## src/rtl/core/prefixed_number_token_parser_unit_assert.svh

```systemverilog
// Assertion helpers for the token parser. Each expects clk and rst_n in scope.
`ifndef PREFIXED_NUMBER_TOKEN_PARSER_UNIT_ASSERT_SVH
`define PREFIXED_NUMBER_TOKEN_PARSER_UNIT_ASSERT_SVH

// Same-cycle implication.
`define PNTP_ASSERT_IMPLY(label, ante, cons, msg) \
  label: assert property (@(posedge clk) disable iff (!rst_n) (ante) |-> (cons)) \
    else $error(msg);

// Next-cycle implication.
`define PNTP_ASSERT_NEXT(label, ante, cons, msg) \
  label: assert property (@(posedge clk) disable iff (!rst_n) (ante) |=> (cons)) \
    else $error(msg);

`endif

```

## src/rtl/core/pntp_pkg.sv

```systemverilog
package pntp_pkg;

  localparam int DEF_VALUE_BITS = 32;
  localparam int BASE_W         = 5;
  localparam int OUT_W          = 32;
  localparam logic [BASE_W-1:0] RESET_BASE = BASE_W'(10);

  typedef struct packed {
    logic [7:0] char_code;
    logic       last_char;
  } in_req_t;

  typedef struct packed {
    logic                    is_number;
    logic signed [OUT_W-1:0] number_value;
  } out_req_t;

endpackage

```

## src/rtl/core/pntp_core.sv

```systemverilog
module pntp_core #(
  parameter int VALUE_BITS = pntp_pkg::DEF_VALUE_BITS
) (
  input  logic                        clk,
  input  logic                        rst_n,
  input  logic                        step,
  input  pntp_pkg::in_req_t           in_req,
  input  logic [pntp_pkg::BASE_W-1:0] default_base,
  output pntp_pkg::out_req_t          result
);
  import pntp_pkg::*;

  localparam logic [7:0] CH_QUOTE  = 8'h27;
  localparam logic [7:0] CH_PCT    = 8'h25;
  localparam logic [7:0] CH_HASH   = 8'h23;
  localparam logic [7:0] CH_DOLLAR = 8'h24;
  localparam logic [7:0] CH_MINUS  = 8'h2D;
  localparam logic [7:0] CH_0      = 8'h30;
  localparam logic [7:0] CH_9      = 8'h39;
  localparam logic [7:0] CH_UA     = 8'h41;
  localparam logic [7:0] CH_UF     = 8'h46;
  localparam logic [7:0] CH_LA     = 8'h61;
  localparam logic [7:0] CH_LF     = 8'h66;
  localparam logic [2:0] CNT_MAX   = 3'd4;

  typedef enum logic [2:0] {
    PH_PREFIX = 3'b001,
    PH_MINUS  = 3'b010,
    PH_DIGITS = 3'b100
  } phase_t;

  // Decode a hex digit character: {valid, value}.
  function automatic logic [4:0] digit_of(input logic [7:0] c);
    logic [4:0] r;
    r = 5'd0;
    if (c inside {[CH_0:CH_9]}) begin
      r = {1'b1, 4'(c - CH_0)};
    end else if (c inside {[CH_UA:CH_UF]}) begin
      r = {1'b1, 4'(c - CH_UA + 8'd10)};
    end else if (c inside {[CH_LA:CH_LF]}) begin
      r = {1'b1, 4'(c - CH_LA + 8'd10)};
    end
    return r;
  endfunction

  logic [2:0]            count_r;
  logic [7:0]            first_r, second_r;
  phase_t                phase_r, phase_c;
  logic [BASE_W-1:0]     base_r, base_c;
  logic                  neg_r, neg_c, seen_r, seen_c, bad_r, bad_c;
  logic [VALUE_BITS-1:0] acc_r, acc_c, val_c;
  logic                  cons_c, lit_c;
  logic [4:0]            dig_c;

  always_comb begin
    phase_c = phase_r;
    base_c  = (count_r == 3'd0) ? default_base : base_r;
    neg_c   = neg_r;
    seen_c  = seen_r;
    bad_c   = bad_r;
    acc_c   = acc_r;
    cons_c  = 1'b0;
    dig_c   = digit_of(in_req.char_code);
    if (!bad_r) begin
      if (phase_c == PH_PREFIX) begin
        phase_c = PH_MINUS;
        case (in_req.char_code)
          CH_PCT: begin
            base_c = BASE_W'(2);
            cons_c = 1'b1;
          end
          CH_HASH: begin
            base_c = BASE_W'(10);
            cons_c = 1'b1;
          end
          CH_DOLLAR: begin
            base_c = BASE_W'(16);
            cons_c = 1'b1;
          end
          default: ;
        endcase
      end
      if (!cons_c && phase_c == PH_MINUS) begin
        phase_c = PH_DIGITS;
        if (in_req.char_code == CH_MINUS) begin
          neg_c  = 1'b1;
          cons_c = 1'b1;
        end
      end
      if (!cons_c && phase_c == PH_DIGITS) begin
        if (!dig_c[4] || BASE_W'(dig_c[3:0]) >= base_c) begin
          bad_c = 1'b1;
        end else begin
          acc_c  = VALUE_BITS'(acc_r * VALUE_BITS'(base_c) + VALUE_BITS'(dig_c[3:0]));
          seen_c = 1'b1;
        end
      end
    end
  end

  assign lit_c = (count_r == 3'd2) && (first_r == CH_QUOTE) && (in_req.char_code == CH_QUOTE);
  assign val_c = neg_c ? VALUE_BITS'(-acc_c) : acc_c;

  always_comb begin
    if (lit_c) begin
      result.is_number    = 1'b1;
      result.number_value = OUT_W'(second_r);
    end else if (!bad_c && seen_c) begin
      result.is_number    = 1'b1;
      result.number_value = OUT_W'(val_c);
    end else begin
      result.is_number    = 1'b0;
      result.number_value = '0;
    end
  end

  always_ff @(posedge clk) begin
    if (!rst_n || (step && in_req.last_char)) begin
      count_r  <= 3'd0;
      first_r  <= 8'd0;
      second_r <= 8'd0;
      phase_r  <= PH_PREFIX;
      base_r   <= default_base;
      neg_r    <= 1'b0;
      seen_r   <= 1'b0;
      bad_r    <= 1'b0;
      acc_r    <= '0;
    end else if (step) begin
      if (count_r < CNT_MAX) begin
        count_r <= count_r + 3'd1;
      end
      if (count_r == 3'd0) begin
        first_r <= in_req.char_code;
      end
      if (count_r == 3'd1) begin
        second_r <= in_req.char_code;
      end
      phase_r <= phase_c;
      base_r  <= base_c;
      neg_r   <= neg_c;
      seen_r  <= seen_c;
      bad_r   <= bad_c;
      acc_r   <= acc_c;
    end
  end

endmodule

```

## src/rtl/core/prefixed_number_token_parser_unit.sv

```systemverilog
// Prefixed number token parser.
// Input channel (in_valid/in_ready/in_req): one character of a token per request,
// with last_char set on the token's final character. Result channel
// (out_valid/out_ready/out_req): one request per token, issued for its last
// character, carrying is_number and the 32-bit two's complement value.
// Config channel (cfg_valid/cfg_ready/cfg_data): the default base, always ready;
// it is sampled at the first character of each token.
// A final character passes from the input register into the result register;
// a full result register that is not being emptied holds it in the input register.
// Throughput: one character per cycle unless a receiver stall holds the input;
// the per-character work is a single multiply-add (accumulator times a 5-bit base)
// between the input register and the result register.
// Reset (rst_n low, synchronous): both register stages empty, token state
// cleared, default base 10.
// Receiver stall: the result register holds its request; the input register
// keeps draining non-final characters and stops only when a final character
// waits behind a full result register, which then drops in_ready.
`include "prefixed_number_token_parser_unit_assert.svh"

module prefixed_number_token_parser_unit #(
  parameter int VALUE_BITS = pntp_pkg::DEF_VALUE_BITS
) (
  input  logic                        clk,
  input  logic                        rst_n,
  input  logic                        in_valid,
  output logic                        in_ready,
  input  pntp_pkg::in_req_t           in_req,
  output logic                        out_valid,
  input  logic                        out_ready,
  output pntp_pkg::out_req_t          out_req,
  input  logic                        cfg_valid,
  output logic                        cfg_ready,
  input  logic [pntp_pkg::BASE_W-1:0] cfg_data
);
  import pntp_pkg::*;

  logic              s1_valid_r;
  in_req_t           s1_req_r;
  logic              s1_adv;
  logic              out_free;
  logic              out_valid_r;
  out_req_t          out_req_r;
  out_req_t          res;
  logic [BASE_W-1:0] base_r;

  // Config register, written any cycle.
  assign cfg_ready = 1'b1;

  always_ff @(posedge clk) begin
    if (!rst_n) begin
      base_r <= RESET_BASE;
    end else if (cfg_valid) begin
      base_r <= cfg_data;
    end
  end

  // Advance the input register when its character produces no result, or
  // when the result register is free or being emptied this cycle.
  assign out_free = !out_valid_r || out_ready;
  assign s1_adv   = s1_valid_r && (!s1_req_r.last_char || out_free);
  assign in_ready = !s1_valid_r || s1_adv;

  always_ff @(posedge clk) begin
    if (!rst_n) begin
      s1_valid_r <= 1'b0;
    end else if (in_valid && in_ready) begin
      s1_valid_r <= 1'b1;
    end else if (s1_adv) begin
      s1_valid_r <= 1'b0;
    end
  end

  always_ff @(posedge clk) begin
    if (in_valid && in_ready) begin
      s1_req_r <= in_req;
    end
  end

  // Token state and per-character step.
  pntp_core #(
    .VALUE_BITS(VALUE_BITS)
  ) u_core (
    .clk         (clk),
    .rst_n       (rst_n),
    .step        (s1_adv),
    .in_req      (s1_req_r),
    .default_base(base_r),
    .result      (res)
  );

  // Result register: load on a final character, drop when taken.
  always_ff @(posedge clk) begin
    if (!rst_n) begin
      out_valid_r <= 1'b0;
    end else if (s1_adv && s1_req_r.last_char) begin
      out_valid_r <= 1'b1;
    end else if (out_ready) begin
      out_valid_r <= 1'b0;
    end
  end

  always_ff @(posedge clk) begin
    if (s1_adv && s1_req_r.last_char) begin
      out_req_r <= res;
    end
  end

  assign out_valid = out_valid_r;
  assign out_req   = out_req_r;

  `PNTP_ASSERT_NEXT(a_last_makes_result, s1_adv && s1_req_r.last_char, out_valid_r,
    "final character did not load the result register")
  `PNTP_ASSERT_IMPLY(a_stall_cause, !in_ready,
    s1_valid_r && s1_req_r.last_char && out_valid_r && !out_ready,
    "input stalled without a blocked final character")
  `PNTP_ASSERT_IMPLY(a_reject_zero, out_valid_r && !out_req_r.is_number,
    out_req_r.number_value == 0, "rejected token carries a nonzero value")

endmodule

```

## config.mk

```make
export PLATFORM = sky130hd
export DESIGN_NAME = prefixed_number_token_parser_unit
export DESIGN_NICKNAME = d
export VERILOG_FILES = /design/src/rtl/core/pntp_pkg.sv /design/src/rtl/core/pntp_core.sv /design/src/rtl/core/prefixed_number_token_parser_unit.sv
export VERILOG_INCLUDE_DIRS = /design/src /design/src/rtl/core
export SDC_FILE = /design/constraint.sdc
export NUM_CORES = 1
export LEC_CHECK = 0
export BUFFER_PORTS_ARGS = -buffer_cell sky130_fd_sc_hd__buf_4
export CAP_MARGIN = 10
export CORE_ASPECT_RATIO = 1.1
export CORE_MARGIN = 2
export CORE_UTILIZATION = 50
export DETAILED_ROUTE_END_ITERATION = 8
export GPL_TIMING_DRIVEN = 1
export PLACE_DENSITY_LB_ADDON = 0.12
export SETUP_SLACK_MARGIN = 0.3
export SYNTH_ARGS = -nofsm -noshare
export SYNTH_HDL_FRONTEND = slang
export SYNTH_SLANG_ARGS = --single-unit
```

## constraint.sdc

```tcl
create_clock -name clk -period 15.7 [get_ports clk]
set_input_delay 1.57 -clock clk [delete_from_list [all_inputs] [get_ports clk]]
set_output_delay 1.57 -clock clk [all_outputs]
set_load 0.05 [all_outputs]
```

==> reports/metrics.cfg <==
[timing]
fin_hold_ws_ps=455
hold_violations=0
post-route-period-util_pct=51.4
fin_tns_setup_ps=0
slew_headroom_pct=37.0
finalSetupViolations=0
worst_slew_pin_slew_ps=937
fin_crit_ps=8070
fin_worst_skew_ps=13.1
slew_violations=0
max_freq_mhz=124
rsz0062_at_grt=no

[synth]
synth-async-reset-ratio_pct=0
synth_cells=1358
yosys_register_bits=111
synth_area_um2=11500
syn-num-nets=1539
yosysUniqueCellTypes=81
seq_area_frac_synth_pct=23.5
syn_area_per_cell_um2=8.44
synth_edf_count=47
synthFlopType=dfxtp_1
ys_warn_count=0

[floorplan]
die-width_um=148
start_util_pct=50.5
num_rows=58
dieHeight_um=163
io_pins=55
design.core.area_um2=22700
die-area_um2=24200

[detailed_routing]
routedWlPerCell_um=17.8
route.vias.total=9495
drt-total-wl_um=29700
drt_iter0_markers=528
drtAntennaViolNets=0
via_per_inst=5.68
drc=0
dr.pass1.iters=5

[layout]
num_antenna_cells=0
n_fill_cell=2175
multi_input_area_um2=7930
mostFrequentLayoutCells=155 x inv_1, 146 x and2_1, 118 x nand2_1
area_growth_pct=8.25
final_common_cell=inv_1
final_core_util_pct=54.6
register_area_um2=2690
drive_above_1_share_pct=7.87
num-nets-final=1548

[global_routing]
grt_usage_pct=25.2
antenna_found_initial=0
grt_max_degree=62
grt_pass1_vias=9421
grt_pass1_wl_um=48400
gr-total-overflow=0

[run_status]
status=complete, no violations

[clocking]
cts_resized=0
clkLatencyLatePin_ps=370
cts.clk_slew.worst_paths_ps=80
cts-buffers-inserted=9
clock_sinks=111
cts-root-buf=clkbuf_16
cts_tree=yes
clock_path_buffers=2
ctsHoldBuffers=0
post-cts-setup-buffer-count=0
h-tree-depth=3

[hold_path]
min_path_type=reg -> reg

[placement]
gp_congestion=0.940
io_buffers=53
hpwlAfterDp_um=22300

[job]
drv_cap=0

[critical_path]
worst_ep_arrival_time_ps=8180
path_class=reg -> reg
crit_required_ps=15820
regToRegSetupSlack_ps=7630
cp-start-kind=flip-flop
endpoint_kind=flip-flop
path_max_fanout=30

[pwr]
power.leakage_nw=5.32
powerDensity_nw_per_um2=63.3
ir_drop_mv=0.0567

[cell families (layout without fill, tap and decap cells)]
kind of cell             count (synthesis)  in the layout  synth area share [%]
AO/OA/AOI/OAI                          265            265                  15.5
XOR/XNOR                                56             56                  4.28
adder cells (fa/ha/maj)                162            162                  23.3
buffers and inverters                  224            238                  7.52
flip-flops                             111            111                  23.5
multiplexers                            32             32                  2.87
other                                    1              1                0.0327
AND/OR/NAND/NOR                        507            507                  23.0
[power breakdown]
part | total, mW | switching (mW) | internal, mW | leakage [nW]
clock network | 0.256 | 0.119 | 0.137 | 0.158
logic | 0.204 | 0.134 | 0.0700 | 4.22
registers | 0.326 | 0.0139 | 0.312 | 0.950
total | 0.786 | 0.267 | 0.519 | 5.32
[synthesized netlist by cell type, drive strengths merged (28+ instances only)]
cell,n,area [um^2]
edfxtp,47,1410
and2,148,926
mux2i,28,280
ha,76,951
xor2,37,324
dfxtp,64,1280
nor2,109,409
nand3,29,145
o21ai,40,200
inv,155,582
a21oi,88,444
clkbuf,55,206
nand2,119,447
fa,86,1720
[registers in the layout, summed over array words and instances, names as in the netlist, 3 cells and up]
signal           count
out_req             33
u_core.acc_r        32
s1_req_r             9
u_core.first_r       8
u_core.second_r      8
base_r               5
u_core.base_r        5
u_core.count_r       3
u_core.phase_r       3
[worst max-delay path, stage by stage, from the launching register on]
cell       delay [ps]
edfxtp_1          520
inv_1             150
ha_1              270
o21ai_0           180
a2111oi_4         710
mux2i_2           270
buf_4             340
and2_1            200
fa_1              450
fa_1              540
inv_1              50
fa_1              520
inv_1              40
ha_1              430
nand2_1            80
o31ai_1           760
a221o_1           360
a21oi_1           150
o2111a_1          310
a221oi_2          520
and2_0            260
and3_4            240
a31oi_1           120
mux2_4            310
[metal layers]
metal,vias to the layer above,GRT usage [%],routed length (um)
met5,-,0,0
met4,0,8.87,889
met3,54,2.58,967
met2,237,45.4,14900
met1,4583,31.4,13000
li1,4621,-,-
[area by class of cell]
cell class | count | area share, %
inverters | 155 | 4.69
flip-flops and latches | 111 | 21.7
clock inverters | 5 | 0.545
well taps | 300 | 3.03
repair buffers | 67 | 4.05
multi-input cells | 1023 | 63.9
clock buffers | 11 | 2.05
[through the flow]
| step | cell area (um^2) | power (mW) | std cells | worst slack [ps] |
|---|---|---|---|---|
| floorplan | 11500 | 0.477 | 1358 | 8690 |
| global placement | 12100 | 0.531 | 1656 | 7830 |
| detailed placement | 12100 | 0.535 | 1656 | 7690 |
| CTS | 12400 | 0.790 | 1672 | 7660 |
| global route | 12400 | 0.824 | 1672 | 7030 |
| finish | 12400 | 0.786 | 1672 | 7630 |
[final timing paths]
path                      from                end  cells past startpoint
max reg2reg        s1_req_r[2]        out_req[27]                     23
min reg2reg  u_core.first_r[7]  u_core.first_r[7]                      2
min          u_core.first_r[7]  u_core.first_r[7]                      2
max                s1_req_r[2]        out_req[27]                     23
Note: power is estimated with default switching activity, not from simulation.
